`src/hdl/assert_macros.svh`:
```
// ----------------------------------------------------------------------------
// Assertion macros
// Shared concurrent assertion wrappers, empty for synthesis.
// ----------------------------------------------------------------------------
`ifndef ASSERT_MACROS_SVH
`define ASSERT_MACROS_SVH

`ifndef SYNTHESIS

`define WELL_ASSERT(lbl, clk, rstn, prop) \
    lbl: assert property (@(posedge clk) disable iff (!(rstn)) (prop)) \
        else $error("assertion failed");

`define WELL_ASSERT_ALWAYS(lbl, clk, prop) \
    lbl: assert property (@(posedge clk) (prop)) \
        else $error("assertion failed");

`else

`define WELL_ASSERT(lbl, clk, rstn, prop)

`define WELL_ASSERT_ALWAYS(lbl, clk, prop)

`endif

`endif

```
`src/hdl/well1024a_pkg.sv`:
```
// ----------------------------------------------------------------------------
// WELL1024a package
// Constants, opcodes, controller states and command bundle.
// ----------------------------------------------------------------------------
package well1024a_pkg;

    localparam int WORDS  = 32;
    localparam int IDX_W  = 5;
    localparam int WORD_W = 32;
    localparam int BOUND_W = 31;

    localparam logic [IDX_W-1:0]  FILL_LAST = IDX_W'(WORDS - 1);
    localparam logic [WORD_W-1:0] SEED_MULT = 32'd69069;
    localparam logic [WORD_W-1:0] SEED_RESET = 32'd1;

    localparam logic OP_DRAW   = 1'b0;
    localparam logic OP_RESEED = 1'b1;

    typedef enum logic [2:0] {
        ST_SEED,
        ST_FILL,
        ST_IDLE,
        ST_MULT
    } state_t;

    typedef struct packed {
        logic take_item;
        logic draw;
        logic load_seed;
        logic fill_shift;
        logic load_out;
    } cmd_t;

endpackage

```
`src/hdl/well1024a_dp.sv`:
```
// ----------------------------------------------------------------------------
// WELL1024a datapath
// Rotating state line, seed fill, recurrence and bounded scaling.
// ----------------------------------------------------------------------------
module well1024a_dp
    import well1024a_pkg::*;
(
    input  logic        aclk,
    input  logic        aresetn,
    input  logic        cfg_valid,
    input  logic [31:0] cfg_data,
    input  cmd_t        cmd,
    input  logic [31:0] s_tdata,
    output logic [63:0] m_tdata
);

    logic [WORD_W-1:0]  seed_reg;
    logic [WORD_W-1:0]  fill_reg, fill_next;
    logic [BOUND_W-1:0] bound_reg;
    logic [WORD_W-1:0]  words_reg [WORDS];
    logic [WORD_W-1:0]  words_next [WORDS];
    logic [WORD_W-1:0]  z1, z2, new_cur, new_prev;
    logic [62:0]        prod;
    logic [63:0]        out_reg;

    assign z1 = words_reg[0] ^ (words_reg[3] ^ (words_reg[3] >> 8));
    assign z2 = (words_reg[24] ^ (words_reg[24] << 19))
              ^ (words_reg[10] ^ (words_reg[10] << 14));
    assign new_cur  = z1 ^ z2;
    assign new_prev = (words_reg[WORDS-1] ^ (words_reg[WORDS-1] << 11))
                    ^ (z1 ^ (z1 << 7)) ^ (z2 ^ (z2 << 13));

    assign fill_next = WORD_W'(fill_reg * SEED_MULT);

    always_comb begin
        for (int k = 0; k < WORDS; k++) begin
            words_next[k] = words_reg[k];
        end
        priority if (cmd.fill_shift) begin
            for (int k = 0; k < WORDS - 1; k++) begin
                words_next[k] = words_reg[k+1];
            end
            words_next[WORDS-1] = fill_reg;
        end else if (cmd.draw) begin
            words_next[0] = new_prev;
            words_next[1] = new_cur;
            for (int k = 2; k < WORDS; k++) begin
                words_next[k] = words_reg[k-1];
            end
        end
    end

    assign prod = 63'(words_reg[0]) * 63'(bound_reg);

    always_ff @(posedge aclk) begin
        if (!aresetn) begin
            seed_reg <= SEED_RESET;
        end else if (cfg_valid) begin
            seed_reg <= cfg_data;
        end
    end

    always_ff @(posedge aclk) begin
        if (cmd.load_seed) begin
            fill_reg <= seed_reg;
        end else if (cmd.fill_shift) begin
            fill_reg <= fill_next;
        end
        if (cmd.take_item) begin
            bound_reg <= s_tdata[BOUND_W-1:0];
        end
        if (cmd.load_out) begin
            out_reg <= {1'b0, prod[62:32], words_reg[0]};
        end
        for (int k = 0; k < WORDS; k++) begin
            words_reg[k] <= words_next[k];
        end
    end

    assign m_tdata = out_reg;

endmodule

```
`config.mk`:
```
export PLATFORM = sky130hd
export DESIGN_NAME = well1024a_dp
export DESIGN_NICKNAME = d
export VERILOG_FILES = /design/src/hdl/assert_macros.svh /design/src/hdl/well1024a_pkg.sv /design/src/hdl/well1024a_dp.sv
export SDC_FILE = /design/constraint.sdc
export NUM_CORES = 2
export LEC_CHECK = 0
export ABC_CLOCK_PERIOD_IN_PS = 18660
export BUFFER_PORTS_ARGS = -buffer_cell sky130_fd_sc_hd__buf_4
export CAP_MARGIN = 15
export CORE_MARGIN = 5
export CORE_UTILIZATION = 40
export CTS_CLUSTER_SIZE = 8
export DETAILED_ROUTE_END_ITERATION = 8
export PLACE_DENSITY = 0.65
export SYNTH_ARGS = -nofsm -noshare
export SYNTH_HDL_FRONTEND = slang
export SYNTH_SLANG_ARGS = --single-unit
```
`constraint.sdc`:
```
create_clock -name aclk -period 18.66 [get_ports aclk]
set_input_delay 4.665 -clock aclk [delete_from_list [all_inputs] [get_ports aclk]]
set_output_delay 4.665 -clock aclk [all_outputs]
set_load 0.01 [all_outputs]
```
==> results_dict.tcl <==
set metrics [dict create \
    run_status "finished, final reports clean" \
    max_freq_mhz 109 \
    ff2ff_path_depth 25 \
    path_max_fanout 20 \
    path_class "flop to flop" \
    setup_viol 0 \
    ys.flop_type "edfxtp_1" \
    grt_overflow 0 \
    cpPeakStageDelay_ns 0.99 \
    drt_iter0_drc 3792 \
    dieArea_sq_um 230000 \
    timing.final.crit_share 0.490 \
    required_ns 19.17 \
    first_pass_iters 5 \
    worstSkewPairLatency_ns 0.79 \
    core_area_sq_um 220000 \
    clockRootBuffer "clkbuf_16" \
    synth_edf_count 1150 \
    syn_to_final_growth_pct 9.88 \
    ctsResizeCount 0 \
    crit_buf_inv 6 \
    clk_path_buf_depth 3 \
    critPathTopFamily "adder cells" \
    ctsHoldBuffers 0 \
    setup_tns_ns 0 \
    initial_core_util 0.402 \
    drive_gt1_frac 0.203 \
    fin_skew_ns 0.0512 \
    cp_common_cell "fa_1" \
    grt_pass1_vias 55000 \
    dp_hpwl_um 137000 \
    die_h_um 479 \
    antenna_found_initial 14 \
    ys_seq_area_frac 0.399 \
    startpoint "words_reg[0][25]" \
    yosysMostFrequentCell "edfxtp_1" \
    post_drt_wl_per_cell_um 20.5 \
    via_count 50500 \
    drt-vias-per-instance 5.15 \
    netlist.area_leader.share 0.392 \
    track_usage 0.176 \
    cp-end-kind "flop" \
    h-tree-depth 4 \
    cts.sink_count 1182 \
    synth_area_leaders "edfxtp_1 (39%), fa_1 (23%), mux2_2 (13%), ha_1 (6.0%), inv_1 (4.4%)" \
    fin_crit_ns 9.14 \
    grt_max_degree 235 \
    endpoint "m_tdata[62]" \
    num_rows 172 \
    regToRegSetupSlack_ns 9.52 \
    antenna_left 0 \
    finalMaxSlewViolations 0 \
    drv_cap 0 \
    arrival_ns 9.66 \
    io_pins 136 \
    ys_top_cells_by_count "edfxtp_1 (1150), inv_1 (1038), fa_1 (1011)" \
    relSlewSlack 0.103 \
    r2r_end "m_tdata[62]" \
    syn_area_per_cell_sq_um 12.9 \
    synth_seq_cells 1182 \
    syn_inst 6837 \
    cts_tree "built" \
    async_flop_share 0 \
    largest_reg_flops 1024 \
    syn_nets 8340 \
    drc 0 \
    synth_cell_types 61 \
    yosysTopAreaCell "edfxtp_1" \
    rsz0062_at_grt "false" \
    fp.dieW_um 479 \
    cts_setup_buffers 0 \
    io_buffer_count 133 \
    startpoint_type "flop" \
    cp.depth 25 \
    syn_area_sq_um 88200 \
    routed_wl_um 201000 \
    hold_viol_final 0 \
    r2r-start "words_reg[0][25]" \
    fin_area_sq_um 96900 \
    hold_class "flop to flop" \
    yosysWarnings 0 \
    nNetsFinal 8402 \
    globalplace.congestion 0.859 \
    place_area_sq_um 92200 \
    slowest_stage "nor4_1" \
    tightest_slew_ns 1.35 \
    numCtsBuffers 167 \
    path_clk_slew_ns 0.05 \
    grt_pass1_wl_um 319000 \
]
worst reg2reg max path, stage by stage, from the launching register on:
cell      delay (ns)
edfxtp_1        0.95
buf_4           0.45
nand2_1         0.14
fa_1            0.54
inv_1           0.05
fa_1            0.48
inv_1           0.05
fa_1            0.50
fa_1            0.57
inv_1           0.05
fa_1            0.44
fa_1            0.49
inv_1           0.05
fa_1            0.47
inv_1           0.05
ha_1            0.29
ha_1            0.41
nand4_1         0.32
nor4_1          0.99
and3_1          0.30
and2_1          0.14
a31o_2          0.23
o21ai_2         0.18
o211ai_1        0.42
a311oi_1        0.19
xnor2_1         0.15
per-stage QoR:
step,std cells,setup WS (ns),hold slack (ns),utilization
after CTS,9808,9.63,0.473,0.441
final,9816,9.52,0.465,0.441
after global placement,9601,9.32,0.451,0.420
after floorplan,6837,0.156,0.433,-
after global routing,9811,9.40,0.494,0.441
after detailed placement,9601,9.10,0.460,0.420
placed cells by master (no fill, tap or decap), types with 13 or more instances in the layout:
master,n
o21a_1,13
and2_1,543
inv_1,1038
edfxtp_1,1150
o21ai_0,86
mux2i_1,32
clkbuf_16,168
a21o_1,39
ha_1,420
dfxtp_1,32
fa_1,1011
mux2_2,995
clkbuf_1,20
nor2_1,27
nor2b_1,44
buf_4,213
xor2_1,89
nand2_1,547
a21oi_1,68
xnor2_1,231
worst min path at each step:
stage	start	to	cells past startpoint	slack [ns]
finish	seed_reg[0]	seed_reg[0]	2	0.47
global route	seed_reg[0]	seed_reg[0]	2	0.49
CTS	seed_reg[0]	seed_reg[0]	2	0.47
detailed placement	seed_reg[0]	seed_reg[0]	2	0.46
global placement	seed_reg[0]	seed_reg[0]	2	0.45
floorplan	seed_reg[0]	seed_reg[0]	2	0.43
routing by layer:
layer,part of all wire,track usage,routed length [um]
met1,0.43,0.240,87500
met2,0.48,0.290,95900
met3,0.062,0.0311,12400
met4,0.028,0.0530,5680
met5,0.000065,0,13
area by class of cell:
cell class                      instances  area [sq um]
Multi-Input combinational cell       4293         47900
Tap cell                             2871          3590
Antenna cell                            8          20.0
Clock buffer                          188          4280
Timing Repair Buffer                  217          1670
Sequential cell                      1182         35200
Fill cell                           19800        123000
Clock inverter                         19           367
Inverter                             1038          3900
logic make-up after synthesis:
logic type	Yosys count	synth area share
muxes	1027	0.131
DFF	1182	0.399
and+or+nand+nor	1230	0.0710
xor gates and xnor gates	320	0.0318
other	1	0.0000425
adders and majority gates	1431	0.289
AOI/OAI and AO/OA	284	0.0203
buffers and inverters	1362	0.0580
Power is not shown: default switching activity piles up to over one toggle a cycle in this logic, so the estimate is an artifact.
