### src/hdl/assert_macros.svh
// ----------------------------------------------------------------------------
// Assertion macros
// Shared concurrent assertion wrappers, empty for synthesis.
// ----------------------------------------------------------------------------
`ifndef ASSERT_MACROS_SVH
`define ASSERT_MACROS_SVH

`ifndef SYNTHESIS

`define WELL_ASSERT(lbl, clk, rstn, prop) \
    lbl: assert property (@(posedge clk) disable iff (!(rstn)) (prop)) \
        else $error("assertion failed");

`define WELL_ASSERT_ALWAYS(lbl, clk, prop) \
    lbl: assert property (@(posedge clk) (prop)) \
        else $error("assertion failed");

`else

`define WELL_ASSERT(lbl, clk, rstn, prop)

`define WELL_ASSERT_ALWAYS(lbl, clk, prop)

`endif

`endif

### src/hdl/well1024a_pkg.sv
// ----------------------------------------------------------------------------
// WELL1024a package
// Constants, opcodes, controller states and command bundle.
// ----------------------------------------------------------------------------
package well1024a_pkg;

    localparam int WORDS  = 32;
    localparam int IDX_W  = 5;
    localparam int WORD_W = 32;
    localparam int BOUND_W = 31;

    localparam logic [IDX_W-1:0]  FILL_LAST = IDX_W'(WORDS - 1);
    localparam logic [WORD_W-1:0] SEED_MULT = 32'd69069;
    localparam logic [WORD_W-1:0] SEED_RESET = 32'd1;

    localparam logic OP_DRAW   = 1'b0;
    localparam logic OP_RESEED = 1'b1;

    typedef enum logic [2:0] {
        ST_SEED,
        ST_FILL,
        ST_IDLE,
        ST_MULT
    } state_t;

    typedef struct packed {
        logic take_item;
        logic draw;
        logic load_seed;
        logic fill_shift;
        logic load_out;
    } cmd_t;

endpackage

### src/hdl/well1024a_ctrl.sv
// ----------------------------------------------------------------------------
// WELL1024a controller
// Sequences reset fill, reseed fill, draw and output load.
// ----------------------------------------------------------------------------
`include "assert_macros.svh"

module well1024a_ctrl
    import well1024a_pkg::*;
(
    input  logic aclk,
    input  logic aresetn,
    input  logic s_tvalid,
    input  logic s_tuser,
    output logic s_tready,
    input  logic m_tready,
    output logic m_tvalid,
    output cmd_t cmd
);

    state_t           state_reg, state_next;
    logic [IDX_W-1:0] cnt_reg, cnt_next;
    logic             out_valid_reg, out_valid_next;
    logic             out_free;
    logic             accept;

    assign out_free = !out_valid_reg || m_tready;
    assign s_tready = (state_reg == ST_IDLE);
    assign accept   = s_tvalid && s_tready;
    assign m_tvalid = out_valid_reg;

    always_comb begin
        state_next = state_reg;
        cnt_next   = cnt_reg;
        unique case (state_reg)
            ST_SEED: begin
                state_next = ST_FILL;
                cnt_next   = '0;
            end
            ST_FILL: begin
                cnt_next = cnt_reg + IDX_W'(1);
                if (cnt_reg == FILL_LAST) begin
                    state_next = ST_IDLE;
                end
            end
            ST_IDLE: begin
                if (accept) begin
                    state_next = (s_tuser == OP_RESEED) ? ST_SEED : ST_MULT;
                end
            end
            ST_MULT: begin
                if (out_free) begin
                    state_next = ST_IDLE;
                end
            end
            default: begin
                state_next = ST_SEED;
            end
        endcase
    end

    always_comb begin
        cmd.take_item  = accept;
        cmd.draw       = accept && (s_tuser == OP_DRAW);
        cmd.load_seed  = (state_reg == ST_SEED);
        cmd.fill_shift = (state_reg == ST_FILL);
        cmd.load_out   = (state_reg == ST_MULT) && out_free;
    end

    always_comb begin
        out_valid_next = out_valid_reg;
        priority if (cmd.load_out) begin
            out_valid_next = 1'b1;
        end else if (m_tready) begin
            out_valid_next = 1'b0;
        end
    end

    always_ff @(posedge aclk) begin
        if (!aresetn) begin
            state_reg     <= ST_SEED;
            cnt_reg       <= '0;
            out_valid_reg <= 1'b0;
        end else begin
            state_reg     <= state_next;
            cnt_reg       <= cnt_next;
            out_valid_reg <= out_valid_next;
        end
    end

    `WELL_ASSERT(a_load_when_free, aclk, aresetn, cmd.load_out |-> (!out_valid_reg || m_tready))
    `WELL_ASSERT(a_draw_to_mult, aclk, aresetn, cmd.draw |=> (state_reg == ST_MULT))
    `WELL_ASSERT(a_fill_ends, aclk, aresetn, (state_reg == ST_FILL && cnt_reg == FILL_LAST) |=> (state_reg == ST_IDLE))
    `WELL_ASSERT_ALWAYS(a_reset_seeds, aclk, !aresetn |=> (state_reg == ST_SEED))

endmodule

### config.mk
export PLATFORM = sky130hd
export DESIGN_NAME = well1024a_ctrl
export DESIGN_NICKNAME = d
export VERILOG_FILES = /design/src/hdl/well1024a_pkg.sv /design/src/hdl/well1024a_ctrl.sv
export VERILOG_INCLUDE_DIRS = /design/src /design/src/hdl
export SDC_FILE = /design/constraint.sdc
export NUM_CORES = 1
export LEC_CHECK = 0
export ABC_AREA = 1
export BUFFER_PORTS_ARGS = -buffer_cell sky130_fd_sc_hd__buf_2
export CAP_MARGIN = 10
export CORE_AREA = 3 3 40 42
export CTS_CLUSTER_DIAMETER = 60
export DETAILED_ROUTE_END_ITERATION = 10
export DIE_AREA = 0 0 43 45
export HOLD_SLACK_MARGIN = 0.05
export SLEW_MARGIN = 20
export SYNTH_ARGS = -nofsm -noshare
export SYNTH_HDL_FRONTEND = slang
export SYNTH_SLANG_ARGS = --single-unit
### constraint.sdc
create_clock -name aclk -period 1.5 [get_ports aclk]
set_clock_uncertainty 0.2 [all_clocks]
set_input_delay 0.3 -clock aclk [delete_from_list [all_inputs] [get_ports aclk]]
set_output_delay 0.3 -clock aclk [all_outputs]
set_load 0.01 [all_outputs]
==> summary.md, run 1 <==
| Metric | Value |
|---|---|
| VDD IR max | `approximately 0.00046 V` |
| Ys Warns | `0` |
| Synth area leader | `dfxtp_1` |
| Global-route wire length before repair | `between 1500 and 2000 microns` |
| Row count | `13` |
| Worst Path Arrival | `roughly 1.0 ns` |
| Failing checks | `negative setup slack` |
| Net switching fraction of the power | `0.362` |
| Worst Hold Class | `primary input to flop` |
| Initial DRC Count | `5` |
| Die width | `approximately 43 microns` |
| Critical path capture point type | `output port` |
| PnR worst setup slack | `-0.0348 ns` |
| Post-Route WL | `about 1000 microns` |
| List of most frequent post-synthesis cells | `nor2_1, nand2_1, dfxtp_1` |
| Hold Path Sink | `state_reg[1]` |
| Clock sinks | `8` |
| Max cap viols | `0` |
| Synthesized flop and latch total | `8` |
| Top delay family on crit path | `flip-flops` |
| TritonRoute pass-1 iters | `4` |
| Clock root buffer | `clkbuf_4` |
| I/O pin total | `12` |
| Hold path startpoint | `aresetn` |
| Fin util | `0.510` |
| Final net count | `90` |
| Share of layout cells above drive strength 1 | `0.531` |
| Multiplexer share of the synthesized area | `0` |
| Ant. Diodes | `0` |
| Sequential share of power | `0.371` |
| Vias in the first global route | `about 390` |
| Post-DRT Antenna Nets | `0` |
| WP data required | `1.00 ns` |
| Buf+Inv Stages, Crit Path | `1` |
| Synth async-reset ratio | `0` |
| Critical Path Start Type | `flop` |
| Slew headroom | `0.866` |
| Lkg Pwr | `roughly 0.3 nW` |
| P per Cell Area | `roughly 1100 mW/mm^2` |
| CTS tree | `done` |
| RSZ-0062 raised after global routing | `true` |
| Clock buffer depth | `2` |
| CP Max Fanout | `6` |
| Worst path max stage delay | `0.38 ns` |
| Worst r2r path cells | `8` |
| Fill cell count | `roughly 120` |
| Count leader, synth | `nor2_1` |
| TritonCTS Buffers | `3` |
| Clock insertion delay at the later pin of the skew report | `around 0.25 ns` |
| Initial antenna violation count | `0` |
| Compound-cell area share of the yosys netlist | `0.0827` |
| Combinational share of power | `0.410` |
| Gate Count Post-Synth | `63` |
| EDFF count, synth | `0` |
| CTS clk-pin slew, worst paths | `0.05 ns` |
| H-tree depth | `1` |
| Largest net degree at the start of global routing | `7` |
| Final Cycle Share | `1.02` |
| Worst path cell trace | `nor4_4 > buf_2` |
| Syn_nets | `70` |
| Final hold vios | `0` |
| Final setup fails | `2` |
| Hold path cells | `3` |
| Quantity of hold-fixing buffers added after cts | `0` |
| Final Max Tran Viols | `0` |
| Die area | `slightly below 0.002 sq mm` |
| Fmax | `between 0.6 and 0.7 GHz` |
| Top post-synthesis cells by area | `dfxtp_1, nor2_1, nand2_1` |
| Slowest cell on the critical path | `dfxtp_4` |
| Synth unique cells | `24` |
| Area of the multi-input gates | `roughly 280 sq um` |
| Post-Synth Adder-Cell Area | `0.0533` |
| FF/Latch Area | `approximately 170 sq um` |
| Slew of the pin with the lowest slew margin | `slightly above 0.2 ns` |
| Half-perimeter wire length after placement | `655 microns` |
| PortBufs | `11` |
| Post-synthesis sequential area ratio | `0.341` |
| GRT Total Usage | `0.121` |
| Post-synthesis xor/xnor area fraction | `0` |
| Synth Area in Simple Gates | `0.357` |
| Total gr overflow | `0` |
| Chip height | `between 40 and 50 microns` |
| WL/cell | `approximately 11 microns` |
| CP Class | `flop to output port` |
| Clock power share | `0.219` |
| Worst Hold Slack | `between 0.08 and 0.09 ns` |
| Critical R2R Capture | `state_reg[0]` |
| Post-synth top area share | `0.341` |
| Ys flop type | `dfxtp_1` |
| RR Startpoint | `cnt_reg[0]` |
| Largest family of logic cells by synthesized area | `simple AND/OR/NAND/NOR gates` |
| P&R area growth vs syn | `39.7%` |
| Starting Density | `0.365` |
| Core area | `~0.0013 sq mm` |
| Fin crit period | `between 1.5 and 2 ns` |
| DRC viols | `0` |
| Status | `finished with violations` |
| Max reg flops | `5` |
| NetSw | `0.271 mW` |
| Via Count | `around 450` |
| Power Internal | `approximately 0.48 mW` |
| Vias/cell | `~4.7` |
| Gpl congestion | `0.695` |
| FF-to-FF setup slack | `~0.070 ns` |
| Average size of a mapped cell | `between 7 and 8 sq um` |
| Synthesized area | `around 470 sq um` |
## what timing repair did
item                                    in CTS  in global routing
setup buffers                                5                  0
resized for setup                            8                 13
endpoints found under the setup margin       6                  7
pin swaps                                    2                  2
## worst register-to-register path, delay by kind of cell (launching register included)
| family | cells | cell delay [ns] |
|---|---|---|
| flip-flops | 1 | 0.32 |
| adder cells (fa/ha/maj) | 2 | 0.29 |
| buffers and inverters | 1 | 0.04 |
| AND/OR/NAND/NOR | 5 | 0.48 |
## power groups by stage
stage	Clock (mW)	Combinational [mW]	Sequential (mW)
4_1_cts	0.170	0.290	0.274
5_1_grt	0.187	0.341	0.283
2_1_floorplan	0	0.214	0.252
6_report	0.164	0.307	0.278
3_3_place_gp	0	0.227	0.275
3_5_place_dp	0	0.227	0.276
## layout make-up
type                       instances  share of cell area
multi-input combinational         42               0.429
sequential                         8               0.260
timing repair buffer              19               0.187
inverter                           9              0.0611
clock buffer                       3              0.0344
tap                               15              0.0286
## cells in the final DEF, fill, tap and decap left out, drive strengths merged
master,count
nand2,11
nand3,4
nor2,14
a31oi,1
and3,1
a211oi,1
o21ai,1
clkinv,1
ha,2
dfxtp,8
nor3,1
clkbuf,3
nand4,1
a21oi,4
nor4,1
inv,8
buf,19
## per-layer routing
metal	routed length [microns]	GRT usage	vias up
met4	35	0.108	0
met3	51	0.0478	5
li1	-	-	237
met2	465	0.183	13
met1	482	0.131	193
met5	0	0	-
## stage by stage
step	cells	power, mW	cell area (sq um)	worst slack [ns]	TNS [ns]
after CTS	96	0.734	606	-0.0229	-0.0473
final	96	0.748	656	-0.0348	-0.0357
after global placement	88	0.502	528	0.0376	0
after floorplan	63	0.466	469	0.0669	0
after detailed placement	88	0.503	528	0.00658	0
after global routing	96	0.811	656	-0.121	-0.382
## logic make-up after synthesis
family,Yosys count
AND/OR/NAND/NOR,33
flip-flops,8
adder cells (fa/ha/maj),2
buffers and inverters,13
AO/OA/AOI/OAI,7
## worst max path at each step
stage                            start           end  slack, ns  depth (start not counted)
after floorplan             cnt_reg[1]  state_reg[1]       0.07                          8
after global placement      cnt_reg[0]  state_reg[1]       0.04                          8
after detailed placement    cnt_reg[0]  state_reg[1]      0.007                          8
after CTS                 state_reg[0]        cmd[3]      -0.02                          2
after global routing      state_reg[0]        cmd[3]      -0.12                          2
final                     state_reg[0]        cmd[3]      -0.03                          2
Power figures use the tool's default switching activity.
==> run 2, diff against run 1 <==
--- a/config.mk
+++ b/config.mk
@@ -9,10 +9,10 @@
 export ABC_AREA = 1
 export BUFFER_PORTS_ARGS = -buffer_cell sky130_fd_sc_hd__buf_2
 export CAP_MARGIN = 10
-export CORE_AREA = 3 3 40 42
+export CORE_AREA = 2 2 39 41
 export CTS_CLUSTER_DIAMETER = 60
 export DETAILED_ROUTE_END_ITERATION = 10
-export DIE_AREA = 0 0 43 45
+export DIE_AREA = 0 0 41 43
 export HOLD_SLACK_MARGIN = 0.05
 export SLEW_MARGIN = 20
 export SYNTH_ARGS = -nofsm -noshare
==> run 2 against run 1 <==
The run still ends with negative setup slack left. Critical path depth grew 2. Global-route usage decreased by 0.51 points. Sequential cell count stayed put. Combinational power is 3% higher. Cell count up 2.1%. Sequential power grew 5%. Hold slack got worse by 0.0027 ns. Worst setup slack lost 0.0047 ns. Sequential share of layout area decreased by 0.58 points. Highest routed layer unchanged.
==> summary.md, run 2 (synthesis gave the netlist of run 1 again) <==
| Metric | Value |
|---|---|
| Status | `finished with violations` |
| Failing checks | `negative setup slack` |
| Max cap viols | `0 (unchanged)` |
| Vias/cell | `4.65 (-0.29%)` |
| Initial DRC Count | `12 (+7)` |
| Ant. Diodes | `0 (unchanged)` |
| Worst Hold Class | `primary input to flop` |
| Largest net degree at the start of global routing | `9 (+2)` |
| RR Startpoint | `cnt_reg[1]` |
| PortBufs | `11 (unchanged)` |
| Core area | `0.00138 sq mm (+7.7%)` |
| GRT Total Usage | `0.116 (-0.00512)` |
| Worst path max stage delay | `0.38 ns (about the same)` |
| Sequential share of power | `0.377 (+0.006)` |
| Post-DRT Antenna Nets | `0 (unchanged)` |
| PnR worst setup slack | `-0.0395 ns (-0.00473 ns)` |
| RSZ-0062 raised after global routing | `true` |
| Buf+Inv Stages, Crit Path | `2 (+1)` |
| Dpl cells | `91 (+3.4%)` |
| Power Internal | `0.490 mW (+2.5%)` |
| Chip height | `43 microns (-4.4%)` |
| Clock power share | `0.217 (-0.002)` |
| Fin crit period | `1.54 ns (+0.00473 ns)` |
| Most frequent cells in the layout | `nor2_1, buf_2, nand2_1, buf_4, inv_1` |
| Half-perimeter wire length after placement | `696 microns (+6.3%)` |
| I/O pin total | `12 (unchanged)` |
| Worst r2r path cells | `8 (unchanged)` |
| Post-Route WL | `1000 microns (-3.0%)` |
| Vias in the first global route | `354 (-9.9%)` |
| Max reg flops | `5 (unchanged)` |
| Worst Setup SP | `state_reg[1]` |
| Lkg Pwr | `0.315 nW (+2.7%)` |
| CP Class | `flop to output port` |
| Final Cycle Share | `1.03 (+0.00315)` |
| Total gr overflow | `0 (unchanged)` |
| Most common cell after layout, fill and taps aside | `nor2_1` |
| Clock insertion delay at the later pin of the skew report | `0.25 ns (about the same)` |
| Hold path startpoint | `aresetn` |
| Slew of the pin with the lowest slew margin | `0.214 ns (+0.0126 ns)` |
| WL/cell | `10.2 microns (-5.0%)` |
| Hold path cells | `3 (unchanged)` |
| CP Depth | `4 (+2)` |
| Fmax | `0.650 GHz (-0.31%)` |
| Critical path capture point type | `output port` |
| Final setup fails | `3 (+1)` |
| TritonCTS Buffers | `3 (unchanged)` |
| Row count | `14 (+1)` |
| Pre-CTS WS | `-0.0259 ns (-0.0325 ns)` |
| Worst Hold Slack | `0.0845 ns (-0.00269 ns)` |
| Top delay family on crit path | `flip-flops` |
| Final hold vios | `0 (unchanged)` |
| Post-route insts no fill | `98 (+2.1%)` |
| Critical Path Start Type | `flop` |
| WP data required | `1.00 ns (about the same)` |
| CP Max Fanout | `3 (-3)` |
| Quantity of hold-fixing buffers added after cts | `0 (unchanged)` |
| Clock buffer depth | `2 (unchanged)` |
| NetSw | `0.286 mW (+5.6%)` |
| Slew headroom | `0.857 (-0.00908)` |
| Gpl congestion | `0.710 (+2.2%)` |
| Net switching fraction of the power | `0.369 (+0.00686)` |
| H-tree depth | `1 (unchanged)` |
| Worst Path Arrival | `1.04 ns (about the same)` |
| P&R area growth vs syn | `42.9%` |
| Global-route wire length before repair | `1300 microns (-20%)` |
| Final Max Tran Viols | `0 (unchanged)` |
| CTS clk-pin slew, worst paths | `0.05 ns (about the same)` |
| Starting Density | `0.339 (-0.0261)` |
| Cell area after layout | `671 sq um (+2.3%)` |
| CTS tree | `done` |
| VDD IR max | `0.000543 V (+19%)` |
| Initial antenna violation count | `0 (unchanged)` |
| Combinational share of power | `0.406 (-0.004)` |
| P per Cell Area | `1160 mW/mm^2 (+1.3%)` |
| Worst path cell trace | `buf_4 > nand2_4 > nor2_1 > buf_2` |
| Die width | `41 microns (-4.7%)` |
| TritonRoute pass-1 iters | `4 (unchanged)` |
| Share of layout cells above drive strength 1 | `0.512 (-0.0187)` |
| Fin util | `0.485 (-0.0256)` |
| Final net count | `91 (+1.1%)` |
| Die area | `0.00176 sq mm (-8.9%)` |
| Via Count | `456 (+1.8%)` |
| Slowest cell on the critical path | `dfxtp_4` |
| Clock sinks | `8 (unchanged)` |
| DRC viols | `0 (unchanged)` |
| Clock root buffer | `clkbuf_4` |
| Dpl cell area | `544 sq um (+3.1%)` |
[run 2: cell count changes in the layout (fill, tap and decap cells not counted), sizes merged]
cell and delta:
buf +1
[run 2: routing by layer]
metal | wire length, microns | track usage | part of all wire
met5 | 0 | 0 | 0
met4 | 35 | 0.100 | 0.035
met3 | 37 | 0.0314 | 0.037
met2 | 467 | 0.166 | 0.47
met1 | 463 | 0.133 | 0.46
[run 2: layout make-up]
cell class / instances / area (sq um)
multi-input cells: 42 / 287
well taps: 16 / 20.0
clock buffers: 3 / 22.5
fillers: 137 / 713
flip-flops and latches: 8 / 170
repair buffers: 20 / 129
inverters: 9 / 42.5
[run 2: worst register-to-register path, cell delays in order, from the launching register on]
cell and delay (ns):
dfxtp_2 0.34, ha_4 0.16, and3_4 0.18, ha_4 0.15
inv_2 0.06, nand3_4 0.07, nand3_2 0.07, nor2_1 0.04
nor2_1 0.11
[run 2: final timing paths]
kind / end / slack (ns)
max reg2reg: state_reg[1] / 0.06
max: cmd[0] / -0.04
min: state_reg[0] / 0.08
min reg2reg: cnt_reg[4] / 0.30
[run 2: power by group through the flow]
stage               clock (mW)  sequential, mW  combinational, mW
floorplan                    0           0.252              0.214
global placement             0           0.277              0.233
detailed placement           0           0.279              0.238
CTS                      0.171           0.282              0.254
global route             0.182           0.296              0.346
finish                   0.168           0.292              0.315
[run 2: stage by stage]
stage	setup TNS, ns	power [mW]
after CTS	-0.131	0.707
after floorplan	0	0.466
after global routing	-0.400	0.825
after global placement	0	0.510
after detailed placement	-0.0454	0.517
final	-0.0813	0.776
[run 2: repair_timing]
| item | in CTS | in global routing |
|---|---|---|
| endpoints found under the hold margin | 0 | 0 |
| pin swaps | 2 | 5 |
| endpoints found under the setup margin | 8 | 7 |
| gates resized for setup | 8 | 11 |
| buffers inserted | 1 | 3 |
